File: src/rtl/rpj_pkg.sv
// shared types, constants and the quotient saturation function for the reprojection block
// no dependencies
`timescale 1ns / 1ps

package rpj_pkg;

   localparam int DATA_W  = 32;   // register and coordinate width
   localparam int PROD_W  = 41;   // disparity times gain, signed
   localparam int WGT_W   = 42;   // homogeneous weight, signed
   localparam int DEN_W   = 41;   // weight magnitude
   localparam int QUO_W   = 33;   // quotient bits kept before saturation

   localparam logic [DATA_W-1:0] SAT_MAX = 32'h7FFF_FFFF;
   localparam logic [DATA_W-1:0] SAT_MIN = 32'h8000_0000;

   localparam logic signed [DATA_W-1:0] OFFSET_X_RST   = -32'sd20971520;
   localparam logic signed [DATA_W-1:0] OFFSET_Y_RST   = -32'sd15728640;
   localparam logic signed [DATA_W-1:0] FOCAL_RST      = 32'sd32768000;
   localparam logic signed [DATA_W-1:0] GAIN_RST       = 32'sd655360;
   localparam logic signed [DATA_W-1:0] BIAS_RST       = 32'sd0;

   typedef enum logic [2:0] {
      CSR_OFFSET_X   = 3'd0,
      CSR_OFFSET_Y   = 3'd1,
      CSR_FOCAL      = 3'd2,
      CSR_GAIN       = 3'd3,
      CSR_BIAS       = 3'd4
   } csr_index_type;

   typedef struct packed {
      logic [7:0]  disparity;
      logic [11:0] column;
      logic [11:0] row;
      logic [7:0]  blue;
      logic [7:0]  green;
      logic [7:0]  red;
   } req_type;

   typedef struct packed {
      logic signed [31:0] point_x;
      logic signed [31:0] point_y;
      logic signed [31:0] point_z;
      logic [23:0]        packed_colour;
      logic               divide_fault;
   } rsp_type;

   typedef struct packed {
      logic signed [DATA_W-1:0] offset_x;
      logic signed [DATA_W-1:0] offset_y;
      logic signed [DATA_W-1:0] focal_length;
      logic signed [DATA_W-1:0] disparity_gain;
      logic signed [DATA_W-1:0] weight_bias;
   } cfg_type;

   typedef struct packed {
      logic num_neg;
      logic num_zero;
      logic den_neg;
      logic den_zero;
   } div_side_type;

   // returns {fault, value}
   function automatic logic [DATA_W:0] sat_quo(input logic [QUO_W-1:0] quo,
                                               input logic ovf,
                                               input div_side_type side);
      logic                neg;
      logic                over;
      logic [DATA_W-1:0]   val;
      logic                fault;
      neg   = side.num_neg ^ side.den_neg;
      over  = ovf;
      val   = '0;
      fault = 1'b0;
      if (side.den_zero) begin
         fault = 1'b1;
         if (side.num_zero) begin
            val = '0;
         end else if (side.num_neg) begin
            val = SAT_MIN;
         end else begin
            val = SAT_MAX;
         end
      end else begin
         if (neg) begin
            if (quo > {1'b0, SAT_MIN}) over = 1'b1;
         end else begin
            if (quo > {1'b0, SAT_MAX}) over = 1'b1;
         end
         if (over) begin
            fault = 1'b1;
            val   = neg ? SAT_MIN : SAT_MAX;
         end else begin
            val = neg ? (DATA_W'(0) - quo[DATA_W-1:0]) : quo[DATA_W-1:0];
         end
      end
      return {fault, val};
   endfunction

endpackage

File: src/rtl/rpj_front.sv
// front end: weight multiply, numerator forming, magnitudes and signs (three stages)
// depends on rpj_pkg
`timescale 1ns / 1ps

module rpj_front import rpj_pkg::*; #(
   parameter int COORD_BITS = 12,
   parameter int FRAC_BITS  = 16,
   parameter int NUM_W      = 33
) (
   input  logic                 clock,
   input  logic                 reset,
   input  logic                 en,
   input  logic                 in_valid,
   input  req_type              in_data,
   input  cfg_type              cfg,
   output logic                 out_valid,
   output logic [23:0]          out_colour,
   output logic [NUM_W-1:0]     x_mag,
   output logic [NUM_W-1:0]     y_mag,
   output logic [NUM_W-1:0]     z_mag,
   output logic [DEN_W-1:0]     w_mag,
   output div_side_type         x_side,
   output div_side_type         y_side,
   output div_side_type         z_side
);

   logic [15:0]              col16;
   logic [15:0]              row16;
   logic [COORD_BITS-1:0]    col;
   logic [COORD_BITS-1:0]    row;

   // stage 1
   logic                     v1_ff, v1_in;
   logic signed [PROD_W-1:0] prod1_ff, prod1_in;
   logic signed [NUM_W-1:0]  nx1_ff, nx1_in, ny1_ff, ny1_in;
   logic signed [DATA_W-1:0] nz1_ff;
   logic [23:0]              c1_ff;
   // stage 2
   logic                     v2_ff;
   logic signed [WGT_W-1:0]  w2_ff, w2_in;
   logic signed [NUM_W-1:0]  nx2_ff, ny2_ff;
   logic signed [DATA_W-1:0] nz2_ff;
   logic [23:0]              c2_ff;
   // stage 3
   logic                     v3_ff;
   logic [NUM_W-1:0]         xm3_ff, ym3_ff, zm3_ff;
   logic [DEN_W-1:0]         wm3_ff;
   div_side_type             xs3_ff, ys3_ff, zs3_ff, xs3_in, ys3_in, zs3_in;
   logic [23:0]              c3_ff;
   logic signed [NUM_W-1:0]  nz2_ext;
   logic [WGT_W-1:0]         w2_abs;

   always_comb begin
      col16    = 16'(in_data.column);
      row16    = 16'(in_data.row);
      col      = col16[COORD_BITS-1:0];
      row      = row16[COORD_BITS-1:0];
      // zero disparity drops the beat here
      v1_in    = in_valid && (in_data.disparity != '0);
      prod1_in = PROD_W'(signed'({1'b0, in_data.disparity})) * PROD_W'(cfg.disparity_gain);
      nx1_in   = signed'(NUM_W'(col) << FRAC_BITS) + NUM_W'(cfg.offset_x);
      ny1_in   = signed'(NUM_W'(row) << FRAC_BITS) + NUM_W'(cfg.offset_y);
      w2_in    = WGT_W'(cfg.weight_bias) - WGT_W'(prod1_ff);
   end

   always_comb begin
      nz2_ext = NUM_W'(nz2_ff);
      w2_abs  = w2_ff[WGT_W-1] ? (WGT_W'(0) - w2_ff) : w2_ff;
      xs3_in  = '{num_neg: nx2_ff[NUM_W-1], num_zero: (nx2_ff == '0),
                  den_neg: w2_ff[WGT_W-1], den_zero: (w2_ff == '0)};
      ys3_in  = '{num_neg: ny2_ff[NUM_W-1], num_zero: (ny2_ff == '0),
                  den_neg: w2_ff[WGT_W-1], den_zero: (w2_ff == '0)};
      zs3_in  = '{num_neg: nz2_ff[DATA_W-1], num_zero: (nz2_ff == '0),
                  den_neg: w2_ff[WGT_W-1], den_zero: (w2_ff == '0)};
   end

   always_ff @(posedge clock) begin
      if (reset) begin
         v1_ff <= 1'b0;
         v2_ff <= 1'b0;
         v3_ff <= 1'b0;
      end else if (en) begin
         v1_ff <= v1_in;
         v2_ff <= v1_ff;
         v3_ff <= v2_ff;
      end
   end

   always_ff @(posedge clock) begin
      if (en) begin
         prod1_ff <= prod1_in;
         nx1_ff   <= nx1_in;
         ny1_ff   <= ny1_in;
         nz1_ff   <= cfg.focal_length;
         c1_ff    <= {in_data.red, in_data.green, in_data.blue};

         w2_ff    <= w2_in;
         nx2_ff   <= nx1_ff;
         ny2_ff   <= ny1_ff;
         nz2_ff   <= nz1_ff;
         c2_ff    <= c1_ff;

         xm3_ff   <= nx2_ff[NUM_W-1] ? (NUM_W'(0) - nx2_ff) : nx2_ff;
         ym3_ff   <= ny2_ff[NUM_W-1] ? (NUM_W'(0) - ny2_ff) : ny2_ff;
         zm3_ff   <= nz2_ff[DATA_W-1] ? (NUM_W'(0) - nz2_ext) : nz2_ext;
         wm3_ff   <= w2_abs[DEN_W-1:0];
         xs3_ff   <= xs3_in;
         ys3_ff   <= ys3_in;
         zs3_ff   <= zs3_in;
         c3_ff    <= c2_ff;
      end
   end

   assign out_valid  = v3_ff;
   assign out_colour = c3_ff;
   assign x_mag      = xm3_ff;
   assign y_mag      = ym3_ff;
   assign z_mag      = zm3_ff;
   assign w_mag      = wm3_ff;
   assign x_side     = xs3_ff;
   assign y_side     = ys3_ff;
   assign z_side     = zs3_ff;

endmodule

File: config.mk
export PLATFORM = sky130hd
export DESIGN_NAME = rpj_front
export DESIGN_NICKNAME = d
export VERILOG_FILES = /design/src/rtl/rpj_pkg.sv /design/src/rtl/rpj_front.sv
export SDC_FILE = /design/constraint.sdc
export NUM_CORES = 1
export LEC_CHECK = 0
export CAP_MARGIN = 20
export CORE_UTILIZATION = 40
export DETAILED_ROUTE_END_ITERATION = 10
export DONT_BUFFER_PORTS = 1
export MAX_ROUTING_LAYER = met4
export PLACE_DENSITY = 0.52
export SETUP_SLACK_MARGIN = 0.02
export SYNTH_ARGS = -nofsm -noshare
export SYNTH_HDL_FRONTEND = slang
export SYNTH_SLANG_ARGS = --single-unit
File: constraint.sdc
create_clock -name clock -period 10.4 [get_ports clock]
set_input_delay 1.04 -clock clock [delete_from_list [all_inputs] [get_ports clock]]
set_output_delay 1.04 -clock clock [all_outputs]
set_load 0.02 [all_outputs]
# == After elaboration in Yosys (flattened, before gate mapping) ==
# Cells that the tools add are included.
# op_classes
addsub,7
mul,1
n_div,0
order_cmp,0
eq_ne,0
shifts,0
n_mux,4
bitwise_logic,0
reduce_logical,6
# ops
operator,count
adder 29 x 32 -> 33 bit,2
logical NOT 33 bit,2
"subtractor 1 x 33 -> 33 bit, first input constant",2
2-to-1 mux 32 bit,2
logical NOT 42 bit,1
subtractor 32 x 41 -> 42 bit,1
multiplier 9 x 32 -> 41 bit,1
2-to-1 mux 41 bit,1
"subtractor 1 x 41 -> 41 bit, first input constant",1
"subtractor 1 x 32 -> 33 bit, first input constant",1
logical NOT 32 bit,1
2-to-1 mux 31 bit,1
nonzero test 8 bit,1
logical AND 1 bit,1
# totals
reg_bits,502
latch_bits,0
mem_bits_rw,0
rom_bits,0
output_inout_bits,177
elab_cells,47
memories,0

# == Longest topological paths before layout ==
# depth
ltp_word,2
ltp_mapped,20
mapped_depth_nobuf,19

# == Worst setup path before layout ==
# Ideal clock, no wire load.
# synth_path
path_type,input to register
startpoint,input in_data[50] (netlist name)
endpoint,"register prod1_ff[38], data pin"
setup_time_ns,0.280
t_arrival_ns,5.589
path_slack_ns,4.531
path_stages,17
path_cell_list,clkbuf_1 > nand2_1 > fa_1 > inv_1 > fa_1 > inv_1 > fa_1 > fa_1 > inv_1 > ha_1 > a21oi_1 > o21a_1 > o31ai_1 > a21boi_0 > o31a_1 > a311oi_1 > o311ai_0
# synth_between
elab_chain_len,1
# synth_lines
element,line,text
"start, declared",rpj_front.sv:14,"input req_type in_data,"
multiplier 9 x 32 -> 41 bit,rpj_front.sv:60,"prod1_in = PROD_W'(signed'({1'b0, in_data.disparity})) * PROD_W'(cfg.disparity_gain);"
via prod1_in[38],rpj_front.sv:34,"logic signed [PROD_W-1:0] prod1_ff, prod1_in;"
"end signal, assigned",rpj_front.sv:91,prod1_ff <= prod1_in;
"end, declared",rpj_front.sv:34,
# The timed path passes the listed nets, and every way through them passes these cells.
# A chain may end at the register's enable or synchronous reset.

# == Worst setup path in the final report ==
# Ends and elaborated chain as after synthesis.

==> flow_summary_export.csv <==
group,metric,value,unit
routing,viasPerCell,5.10,
timing,worstMarginPinSlew,2610,ps
outcome,status,"finished with violations",
critical_path,endpoint_kind,"flop",
floorplanning,rows,100,
routing,firstDrtPassIters,5,
clock_network,numCtsBuffers,56,
floorplanning,dieArea,77400,sq um
logic_synthesis,synth_flop_cell,"edfxtp_1",
floorplanning,ioPinCount,397,
critical_path,worstPathArrival,5860,ps
logic_synthesis,yosysWarnings,0,
global_routing,grt_pass1_vias,18100,
timing,max_freq,180,MHz
global_routing,track_usage,0.172,
clock_network,hold_buffers,0,
clock_network,clockBufferDepth,3,
finish,postLayoutCellArea,33300,sq um
routing,postRouteAntennaNets,0,
clock_network,cts_tree,"done",
clock_network,htreeDepth,2,
global_routing,antenna_found_initial,7,
timing,rsz0062_at_grt,"false",
place,hpwl,50500,microns
clock_network,clock_latency,590,ps
timing,fin_crit,5550,ps
finish,final_cell_mix,"edfxtp_1, inv_1, nand2_1, fa_1, xnor2_1",
finish,area_growth,9.11,%
timing,slew_violations,377,
finish,drive_gt1_frac,0.0425,
pwr,ir_worst_vdd,0.117,mV
critical_path,ff2ff_setup_slack,6830,ps
timing,hold_violations,0,
clock_network,cts_root_buffer,"clkbuf_16",
floorplanning,fp.dieH,278,microns
logic_synthesis,synthesis.area,30500,sq um
critical_path,worstReg2RegStart,"nx2_ff[14]$_DFFE_PP_",
place,dpl_cell_area,31500,sq um
finish,final_common_cell,"edfxtp_1",
logic_synthesis,synth_edf_count,499,
routing,drt_wl_total,66200,microns
place,pre_cts_ws,4220,ps
flow_run,maxCapViolCount,0,
finish,final_nets,3115,
worst_hold_path,hold_class,"reg2reg",
logic_synthesis,avgSynthCellArea,12.0,sq um
routing,drc,0,
routing,wl_met3,3140,microns
logic_synthesis,yosysUniqueCellTypes,65,
place,dp.cells,3451,
place,io_buffers,0,
routing,vias,18200,
floorplanning,initial_utilization,0.407,
timing,slew_headroom,-0.737,
critical_path,worstPathRequired,10710,ps
critical_path,cp-start-kind,"primary input",
routing,met2_length,31100,microns
critical_path,crit_type,"in2reg",
finish,finalNonFillerCells,3563,
routing,wl_met1,30300,microns
timing,setup_tns,0,ps
logic_synthesis,syn-num-nets,3128,
global_routing,grt_pass1_wl,103000,microns
clock_network,cts.sinks,502,
critical_path,cp_max_fo,33,
pwr,p_leak,0.0134,uW
worst_hold_path,hold_start,"c1_ff[13]$_DFFE_PP_",
pwr,powerDensity,261,nW/um^2
timing,finClkSkew,14.2,ps
logic_synthesis,synthCells,2554,
clock_network,cts-resized-gates,0,
timing,setup_viol,0,
logic_synthesis,ys_seq_elements,502,
routing,avgRoutedWirePerCell,18.6,microns
routing,top_layer,"met4",
timing,worst_slack,4850,ps
global_routing,grt_max_degree,504,
clock_network,cts_setup_buffers,0,
place,gp_congestion,0.878,
global_routing,overflow,0,
logic_synthesis,async_flop_share,0,
outcome,violations,"max-slew violations",
clock_network,clk_pin_slew_worst_paths,60,ps
finish,nFillCells,6918,
floorplanning,coreArea,74900,sq um
logic_synthesis,ys_seq_area_frac,0.493,
floorplanning,die_x,278,microns
critical_path,crit_start,"in_data[50]",
timing,fin_crit_sh,0.534,
routing,drt_iter0_drc,1130,
[worst max-delay path: stages]
cell and delay, ps:
nand2_1 50, fa_1 540, inv_1 60, fa_1 540
inv_1 60, fa_1 460, fa_1 540, inv_1 40
ha_1 310, a21oi_1 110, o21a_1 200, o31ai_1 670
a21boi_0 340, o31a_1 430, a311oi_1 280, o311ai_0 170
[flip-flops by register name (all words and copies together) (netlist names), 32 cells and up]
register / flops
ny2_ff: 33
prod1_ff: 41
ny1_ff: 33
nx2_ff: 33
x_mag: 33
nz2_ff: 32
y_mag: 33
w2_ff: 42
nx1_ff: 33
z_mag: 33
w_mag: 41
nz1_ff: 32
[through the flow]
stage,hold WS [ps],util,total power (uW)
floorplan,400,-,5910
global placement,400,0.420,6790
detailed placement,405,0.420,6800
CTS,414,0.444,8770
global route,420,0.445,9310
finish,414,0.445,8680
[Yosys cell counts (all sizes together) (17+ instances only)]
cell type  number  area, sq um
or4            23          188
nand2         221          830
o41ai          24          218
nor3           17         90.1
inv           358         1340
nor2           60          225
and3           20          125
o21ai         101          505
o31ai          37          305
or3            17          116
nand3          35          175
clkbuf         69          259
a21oi          96          480
a31oi          18          113
nand4          24          150
xor2           35          307
o21bai         18          135
xnor2         190         1660
a21o           37          278
fa            201         4020
edfxtp        499        15000
ha            153         1910
and2          158          988
[final cells by class]
type	count	area [sq um]	share of cell area
Timing Repair Buffer	2	35.0	0.00105
Tap cell	969	1210	0.0364
Inverter	358	1340	0.0403
Clock buffer	66	1460	0.0438
Multi-Input combinational cell	1621	13900	0.416
Antenna cell	7	17.5	0.000526
Clock inverter	38	347	0.0104
Sequential cell	502	15000	0.452
[cells by family (layout without fill, tap and decap cells)]
| kind of cell | after synthesis | in the layout | share of synthesized area |
|---|---|---|---|
| compound gates | 403 | 403 | 0.0864 |
| xor+xnor | 225 | 225 | 0.0645 |
| fa+ha+maj | 354 | 354 | 0.194 |
| buf+inv | 431 | 464 | 0.0535 |
| flops | 502 | 502 | 0.493 |
| mux | 4 | 4 | 0.00135 |
| other cells | 1 | 8 | 0.000123 |
| simple gates | 634 | 634 | 0.107 |
[power by group]
group | switching, uW | total, uW | internal, uW
logic | 2060 | 3510 | 1450
registers | 389 | 3260 | 2880
clock network | 784 | 1910 | 1130
total | 3230 | 8680 | 5450
[metal layers]
layer,GRT usage,up-vias
li1,-,8781
met1,0.227,8890
met2,0.274,424
met3,0.0276,86
met4,0.0517,0
met5,-,-
[final timing paths]
| check | endpoint | cells past startpoint |
|---|---|---|
| hold reg to reg | c2_ff[13]$_DFFE_PP_ | 0 |
| setup reg to reg | x_mag[32]$_SDFFCE_PN0P_ | 8 |
| hold / removal | c2_ff[13]$_DFFE_PP_ | 0 |
| setup / recovery | prod1_ff[38]$_DFFE_PP_ | 16 |
Power figures use the tool's default switching activity.
